--- src/rtl/flow_size_sketch_table_unit_defines.svh ---
// ----------------------------------------------------------------------------
// flow size sketch table: assertion macros
// shared concurrent assertion forms used by the rtl
// ----------------------------------------------------------------------------
`ifndef FLOW_SIZE_SKETCH_TABLE_UNIT_DEFINES_SVH
`define FLOW_SIZE_SKETCH_TABLE_UNIT_DEFINES_SVH

// condition implies consequence in the same cycle
`define FSST_ASSERT_SAME(label, clk, rst_n, ante, cons, msg) \
    label: assert property (@(posedge clk) disable iff (!rst_n) (ante) |-> (cons)) \
        else $error(msg);

// condition implies consequence in the next cycle
`define FSST_ASSERT_NEXT(label, clk, rst_n, ante, cons, msg) \
    label: assert property (@(posedge clk) disable iff (!rst_n) (ante) |=> (cons)) \
        else $error(msg);

`endif

--- src/rtl/fsst_modred.sv ---
// ----------------------------------------------------------------------------
// fsst_modred
// reduces a hashed index modulo a table size, by a reciprocal multiplication
// when the size is not a power of two and the index can exceed it
// ----------------------------------------------------------------------------
`default_nettype none

module fsst_modred #(
    parameter int IN_W = 12,
    parameter int MOD  = 4096
) (
    input  wire logic                   i_clk,
    input  wire logic                   i_rst_n,
    input  wire logic                   i_start,
    input  wire logic [IN_W-1:0]        i_value,
    output logic                        o_busy,
    output logic      [$clog2(MOD)-1:0] o_rem
);

    localparam int OUT_W = $clog2(MOD);
    localparam bit POW2  = (MOD & (MOD - 1)) == 0;
    localparam bit NEED  = !POW2 && ((2 ** IN_W) > MOD);

    generate
        if (NEED) begin : g_recip
            // quotient = (value * ceil(2^SH / MOD)) >> SH, exact below 2^IN_W
            localparam int              SH    = IN_W + OUT_W;
            localparam int              MW    = IN_W + 2;
            localparam int              PW    = IN_W + MW;
            localparam longint unsigned RECIP = ((64'd1 << SH) + MOD - 1) / MOD;

            logic [IN_W-1:0]       r_val;
            logic [IN_W-1:0]       r_quot;
            logic [OUT_W-1:0]      r_rem;
            logic [1:0]            r_cnt;
            logic [PW-1:0]         w_prod;
            logic [IN_W+OUT_W-1:0] w_back;

            assign w_prod = r_val * MW'(RECIP);
            assign w_back = r_quot * OUT_W'(MOD);

            // quotient registered first, then the remainder from it
            always_ff @(posedge i_clk) begin
                if (!i_rst_n) begin
                    r_cnt <= '0;
                end else if (i_start) begin
                    r_cnt <= 2'd2;
                end else if (r_cnt != '0) begin
                    r_cnt <= r_cnt - 1'b1;
                end
                if (i_start) begin
                    r_val <= i_value;
                end
                if (r_cnt == 2'd2) begin
                    r_quot <= IN_W'(w_prod >> SH);
                end
                if (r_cnt == 2'd1) begin
                    r_rem <= OUT_W'(r_val - w_back[IN_W-1:0]);
                end
            end

            assign o_busy = r_cnt != '0;
            assign o_rem  = r_rem;
        end else begin : g_direct
            logic [OUT_W-1:0] r_rem;

            // power of two size or index always in range: a mask or an extension
            always_ff @(posedge i_clk) begin
                if (i_start) begin
                    r_rem <= OUT_W'(i_value);
                end
            end

            assign o_busy = 1'b0;
            assign o_rem  = r_rem;
        end
    endgenerate

endmodule

`default_nettype wire

--- config.mk ---
export PLATFORM = sky130hd
export DESIGN_NAME = fsst_modred
export DESIGN_NICKNAME = d
export VERILOG_FILES = /design/src/rtl/flow_size_sketch_table_unit_defines.svh /design/src/rtl/fsst_modred.sv
export SDC_FILE = /design/constraint.sdc
export NUM_CORES = 1
export LEC_CHECK = 0
export ABC_AREA = 1
export BUFFER_PORTS_ARGS = -buffer_cell sky130_fd_sc_hd__clkbuf_2
export CAP_MARGIN = 20
export CORE_AREA = 2 2 39 41
export DETAILED_ROUTE_END_ITERATION = 16
export DIE_AREA = 0 0 41 43
export GPL_TIMING_DRIVEN = 0
export PLACE_DENSITY = 0.63
export SETUP_SLACK_MARGIN = 0.1
export SLEW_MARGIN = 5
export SYNTH_ARGS = -nofsm -noshare
export SYNTH_HDL_FRONTEND = slang
export SYNTH_SLANG_ARGS = --single-unit
export TNS_END_PERCENT = 100
--- constraint.sdc ---
create_clock -name i_clk -period 1 [get_ports i_clk]
set_clock_uncertainty 0.05 [all_clocks]
set_input_delay 0.1 -clock i_clk [delete_from_list [all_inputs] [get_ports i_clk]]
set_output_delay 0.1 -clock i_clk [all_outputs]
set_load 0.01 [all_outputs]
== After elaboration in Yosys (flattened, before gate mapping) ==
Index checks and enable logic that the tools add are counted.

* Register bits after elaboration: 12
* Word-level logic and storage cells: 1
* Input bits: 15
* Output and inout bits: 13

== Depth between registers and ports, before layout ==
Gate-level depths: netlist (run 1).

* Depth after elaboration: 0
* Gate-level depth with buffers: 1
* Depth with buffers taken out: 0

== Worst setup path after synthesis (run 1) ==
OpenSTA, ideal clock, no wires.

* Path type: reg-to-output
* Start point: reg g_direct.r_rem[0] (netlist: o_rem[0])
* End point: out o_rem[0]
* Arrival time: 394 ps
* Slack: 456 ps
* Cell stages (with the launch flop): 1
* Cells stage by stage: edfxtp_1

{| class="wikitable"
|+ RTL lines
! item !! RTL line !! source
|-
| start: declaration || fsst_modred.sv:65 || <nowiki>logic [OUT_W-1:0] r_rem;</nowiki>
|-
| start signal: assignment || fsst_modred.sv:70 || <nowiki>r_rem <= OUT_W'(i_value);</nowiki>
|-
| end: declaration || fsst_modred.sv:17 || <nowiki>output logic [$clog2(MOD)-1:0] o_rem</nowiki>
|}

No word-level cell between the ends.

== Worst setup path after layout (run 1) ==
* Start point: reg g_direct.r_rem[7] (netlist: o_rem[7])
* End point: out o_rem[7]

No word-level cell between the ends.

==> parameters.txt, run 1 <==
Parameter                              Value

Outcome
  Result of the run    completed

Floorplan
  Die X-Extent    41 um
  Area inside the core boundary    1380 sq um
  Die height    43 um
  Placement row count    14
  Initial core utilization    26.9%
  Io pins    28
  Die footprint    1760 sq um

STA
  Setup repair after global routing missed its margin    yes
  Final hold violation count    0
  Max-slew violation count    0
  Post-route fraction of the period consumed by the critical path    93.3%
  Final setup violating endpoints    0
  Total negative setup slack    0 ns
  Post-layout min period    0.933 ns
  Hold Slack    0.221 ns
  Max Clk Rate    1070 MHz

Synthesis
  Async set-reset flop share out of synthesis    0%
  Sequential-to-total area share from yosys stat    97.0%
  Number of nets produced by synthesis    29
  Library cell occupying the most area in the post-synthesis netlist    sky130_fd_sc_hd__edfxtp_1
  Syn_area_per_cell    26.5 sq um
  Library cell with the highest instance count after synthesis    sky130_fd_sc_hd__edfxtp_1
  Synthesized cell area    372 sq um
  Area share of the largest cell type after synthesis    97.0%
  Number of flops mapped to enable cells by yosys    12
  Primary flip-flop cell chosen by synthesis mapping    sky130_fd_sc_hd__edfxtp_1
  Ranking of synthesized cells by instance count    12 x sky130_fd_sc_hd__edfxtp_1, 1 x sky130_fd_sc_hd__buf_4, 1 x sky130_fd_sc_hd__conb_1
  Synth Register Bits    12
  Number of distinct standard cells referenced by the synthesized netlist    3
  Synth warnings    0
  Synthesized instance count    14
  Top cells by area, synth    sky130_fd_sc_hd__edfxtp_1 97%, sky130_fd_sc_hd__buf_4 2.0%, sky130_fd_sc_hd__conb_1 1.0%

Critical path
  Largest fanout of any net on the critical path    1
  Delay contributed by the slowest stage of the critical path    0.38 ns
  Crit path required time    0.85 ns
  Sort of element at the end of the critical path    primary output
  Critical path launch point type    flop
  Worst endpoint data arrival time    0.78 ns
  Buf/Inv on CP    1
  Total stage count of the critical path    1
  Top delay family on crit path    flip-flops
  Ordered list of cells on the worst path    clkbuf_2
  Slowest library cell on the worst path    sky130_fd_sc_hd__edfxtp_1
  Class of the most critical setup path    flop to primary output

CTS
  # resized after CTS    0
  Clock tree from TritonCTS    done
  Clk pin slew, worst setup/hold paths    0.07 ns
  Sink count of the clock tree    12
  Root buf cell    sky130_fd_sc_hd__clkbuf_4
  H-tree levels    1
  Inserted Clock Buffers    3
  Number of buffers on the longest clock path    2
  Number of setup buffers added after CTS    0

Final layout
  Number of flip-flops under the largest register name    12
  Non-filler instance count after layout    70
  Share of layout cells above drive strength 1    53.7%
  P&R area growth vs syn    77.4%
  NumNets Final    71
  Count of antenna diodes in the layout    0
  Summed area of non-filler cells in the final layout    659 sq um

Routing
  DRC violations left    0
  Detailed-router iteration count before antenna repair    2
  Vias per inst    3.84
  Vias after detailed routing    269
  Post-route antenna net violation count    0
  Initial drt markers    3
  Average wire per standard cell    11.0 um
  Total wire length    769 um

GRT
  Total GRT Usage    10.6%
  Global-route wire length before repair    1130 um
  Via count of the first global-routing pass    289
  Number of antenna violations at the first check in global routing    0
  Overflow left after global routing    0
  Pin count of the biggest net entering global routing    13

Hold path
  Type of the tightest min-delay check    input port to flop
  Hold path depth    1

Placement
  Post-Place Cell Area    517 sq um
  Number of cells in the design after placement    55
  Count of input and output buffers    25
  Final RePlAce weighted congestion    0.610

Power
  Static leakage power    0.000294 uW
  Power per Cell Area    1540 nW/um^2
  Maximum vdd ir drop    0.551 mV

Run
  Reported max-cap violation count    0
-- path summary, 6_finish.rpt --
check  endpoint  slack, ns     start
min    o_rem[5]       0.22   i_start
max    o_rem[7]       0.07  o_rem[7]
-- layout by cell type, fill, tap and decap left out --
cell,instances
sky130_fd_sc_hd__clkbuf_2,25
sky130_fd_sc_hd__dlygate4sd3_1,12
sky130_fd_sc_hd__edfxtp_1,12
sky130_fd_sc_hd__clkbuf_4,3
sky130_fd_sc_hd__buf_4,1
sky130_fd_sc_hd__conb_1,1
-- where the power goes --
group          switching [uW]  internal [uW]
Combinational            55.8           74.5
Clock                     137            139
Sequential               10.9            598
-- logic make-up (layout without fill, tap and decap cells) --
| logic type | after synthesis | count (layout) | synth area share, % |
|---|---|---|---|
| buffers and inverters | 1 | 41 | 2.02 |
| other | 1 | 1 | 1.01 |
| flip-flops | 12 | 12 | 97.0 |
-- through the flow --
step | setup slack (ns) | util (%) | power [uW]
3_5_place_dp | 0.243 | 37.3 | 716
3_3_place_gp | 0.258 | 37.3 | 709
6_report | 0.0675 | 47.6 | 1010
5_1_grt | 0.0179 | 47.6 | 1070
2_1_floorplan | 0.456 | - | 646
4_1_cts | 0.0451 | 47.6 | 1040
-- per-layer routing --
layer | vias to the layer above | part of all wire, % | GRT usage, % | wire (um)
met5 | - | 0 | 0 | 0
met4 | 0 | 0 | 8.00 | 0
met3 | 0 | 9.5 | 5.24 | 73
met2 | 16 | 56 | 17.5 | 429
met1 | 121 | 35 | 8.90 | 267
li1 | 132 | - | - | -
-- timing repair --
| action | CTS | global route |
|---|---|---|
| hold endpoints to repair | 12 | 0 |
| endpoints found under the setup margin | 12 | 12 |
| cloned | 0 | 0 |
| hold buffers | 12 | 0 |
-- final cells by class --
class	instances	area [sq um]
Fill cell	129	724
Buffer	1	7.51
Clock buffer	3	22.5
Sequential cell	12	360
Multi-Input combinational cell	1	3.75
Timing Repair Buffer	37	245
Tap cell	16	20.0
Power figures use the tool's default switching activity.
==> run 2: changes to the inputs <==
--- a/config.mk
+++ b/config.mk
@@ -12,7 +12,7 @@
 export DETAILED_ROUTE_END_ITERATION = 16
 export DIE_AREA = 0 0 41 43
 export GPL_TIMING_DRIVEN = 0
-export PLACE_DENSITY = 0.63
+export PLACE_DENSITY = 0.66
 export SETUP_SLACK_MARGIN = 0.1
 export SLEW_MARGIN = 5
 export SYNTH_ARGS = -nofsm -noshare
==> constraint.sdc (replaced) <==
create_clock -name i_clk -period 0.8 [get_ports i_clk]
set_clock_uncertainty 0.05 [all_clocks]
set_input_delay 0.08 -clock i_clk [delete_from_list [all_inputs] [get_ports i_clk]]
set_output_delay 0.08 -clock i_clk [all_outputs]
set_load 0.01 [all_outputs]
==> parameters.txt, run 2 (synthesis gave the netlist of run 1 again) <==
Parameter                              Value

Critical path
  Top delay family on crit path    flip-flops (unchanged)
  Slowest library cell on the worst path    sky130_fd_sc_hd__edfxtp_1 (unchanged)
  Largest fanout of any net on the critical path    1 (unchanged)
  Worst endpoint data arrival time    0.77 ns (was 0.78 ns)
  Buf/Inv on CP    1 (unchanged)
  Ordered list of cells on the worst path    clkbuf_2 (unchanged)
  Sort of element at the end of the critical path    primary output (unchanged)
  Delay contributed by the slowest stage of the critical path    0.37 ns (was 0.38 ns)
  Crit path required time    0.67 ns (was 0.85 ns)
  Critical path launch point type    flop (unchanged)
  Class of the most critical setup path    flop to primary output (unchanged)

Routing
  Average wire per standard cell    11.2 um (was 11.0 um)
  Vias per inst    4.03 (was 3.84)
  DRC violations left    0 (unchanged)
  Post-route antenna net violation count    0 (unchanged)
  Vias after detailed routing    234 (was 269)
  Total wire length    649 um (was 769 um)
  Detailed-router iteration count before antenna repair    2 (unchanged)
  Initial drt markers    2 (was 3)

CTS
  Sink count of the clock tree    12 (unchanged)
  Number of buffers on the longest clock path    2 (unchanged)
  H-tree levels    1 (unchanged)
  Clk pin slew, worst setup/hold paths    0.06 ns (was 0.07 ns)
  Inserted Clock Buffers    3 (unchanged)
  # resized after CTS    0 (unchanged)
  Clock tree from TritonCTS    done (unchanged)
  Root buf cell    sky130_fd_sc_hd__clkbuf_4 (unchanged)

STA
  Hold Slack    -0.0589 ns (was 0.221 ns)
  Setup repair after global routing missed its margin    yes (unchanged)
  Total negative setup slack    -0.982 ns (was 0 ns)
  Post-layout min period    0.898 ns
  Post-route fraction of the period consumed by the critical path    112%
  Max Clk Rate    1110 MHz
  Worst-case setup margin in the final layout    -0.0984 ns (was 0.0675 ns)
  Final hold violation count    12 (was 0)
  Max-slew violation count    0 (unchanged)
  Final setup violating endpoints    12 (was 0)

Final layout
  P&R area growth vs syn    45.1% (was 77.4%)
  Finished Core Util    39.0% (was 47.6%)
  Share of layout cells above drive strength 1    69.0% (was 53.7%)
  Number of flip-flops under the largest register name    12 (unchanged)
  Count of antenna diodes in the layout    0 (unchanged)
  Highest-count cells in the layout ignoring fill and taps    25 x sky130_fd_sc_hd__clkbuf_2, 12 x sky130_fd_sc_hd__edfxtp_1, 3 x sky130_fd_sc_hd__clkbuf_4 (was 25 x sky130_fd_sc_hd__clkbuf_2, 12 x sky130_fd_sc_hd__dlygate4sd3_1, 12 x sky130_fd_sc_hd__edfxtp_1)
  NumNets Final    59 (was 71)
  Most common cell after layout, fill and taps aside    sky130_fd_sc_hd__clkbuf_2 (unchanged)

Outcome
  Result of the run    complete, but fails checks (was completed)
  Violations in the final reports    hold timing, setup timing

Power
  Switching Power    241 uW (was 204 uW)
  Switching share of power    19.8% (was 20.1%)
  Sequential share of power    62.3% (was 60.0%)
  Portion of total power attributed to combinational logic    9.6% (was 12.8%)
  Total chip power    1220 uW (was 1010 uW)
  Maximum vdd ir drop    0.824 mV (was 0.551 mV)
  Power per Cell Area    2260 nW/um^2 (was 1540 nW/um^2)
  Internal power    976 uW (was 811 uW)
  Proportion of power drawn by the clock network    28.1% (was 27.2%)
  Static leakage power    0.000244 uW (was 0.000294 uW)

GRT
  Pin count of the biggest net entering global routing    13 (unchanged)
  Overflow left after global routing    0 (unchanged)
  Total GRT Usage    9.53% (was 10.6%)
  Global-route wire length before repair    972 um (was 1130 um)
  Number of antenna violations at the first check in global routing    0 (unchanged)
  Via count of the first global-routing pass    228 (was 289)

Placement
  Count of input and output buffers    25 (unchanged)
  Final RePlAce weighted congestion    0.527 (was 0.610)

Floorplan
  Io pins    28 (unchanged)
  Initial core utilization    26.9% (unchanged)
  Placement row count    14 (unchanged)
  Die height    43 um (unchanged)
  Die footprint    1760 sq um (unchanged)
  Die X-Extent    41 um (unchanged)
  Area inside the core boundary    1380 sq um (unchanged)

Hold path
  Type of the tightest min-delay check    input port to flop (unchanged)

Run
  Reported max-cap violation count    0 (unchanged)
run 2: what timing repair did:
item | in CTS | in global routing
hold endpoints to repair | 12 | 12
setup endpoints to repair | 12 | 12
setup buffers | 0 | 0
run 2: routing by layer:
layer,global-route usage (%),up-vias,part of all wire (%)
met3,9.95,0,24
met1,9.62,102,34
li1,-,107,-
met2,10.6,25,42
met4,8.00,0,0
met5,0,-,0
run 2: metrics by stage:
step | std cells | cell area [sq um] | setup slack [ns]
final | 58 | 539 | -0.0984
after global routing | 58 | 539 | -0.161
after CTS | 58 | 539 | -0.132
after detailed placement | 55 | 517 | 0.0609
after global placement | 55 | 517 | 0.0815
after floorplan | 14 | 372 | 0.276
run 2: worst paths after layout:
kind  startpoint  cells past startpoint  slack [ns]       end
max     o_rem[6]                      1        -0.1  o_rem[6]
min   i_value[9]                      1       -0.06  o_rem[9]
run 2: cell type report:
cell class / count / area, sq um
plain buffers: 1 / 7.51
clock buffers: 3 / 22.5
fillers: 140 / 845
multi-input cells: 1 / 3.75
flip-flops and latches: 12 / 360
well taps: 16 / 20.0
repair buffers: 25 / 125
run 2: power groups by stage:
stage          combinational, uW  clock (uW)  sequential, uW
3_5_place_dp                 121           0             773
3_3_place_gp                 118           0             771
4_1_cts                      121         370             759
6_report                     117         342             758
2_1_floorplan               5.66           0             801
5_1_grt                      134         407             763
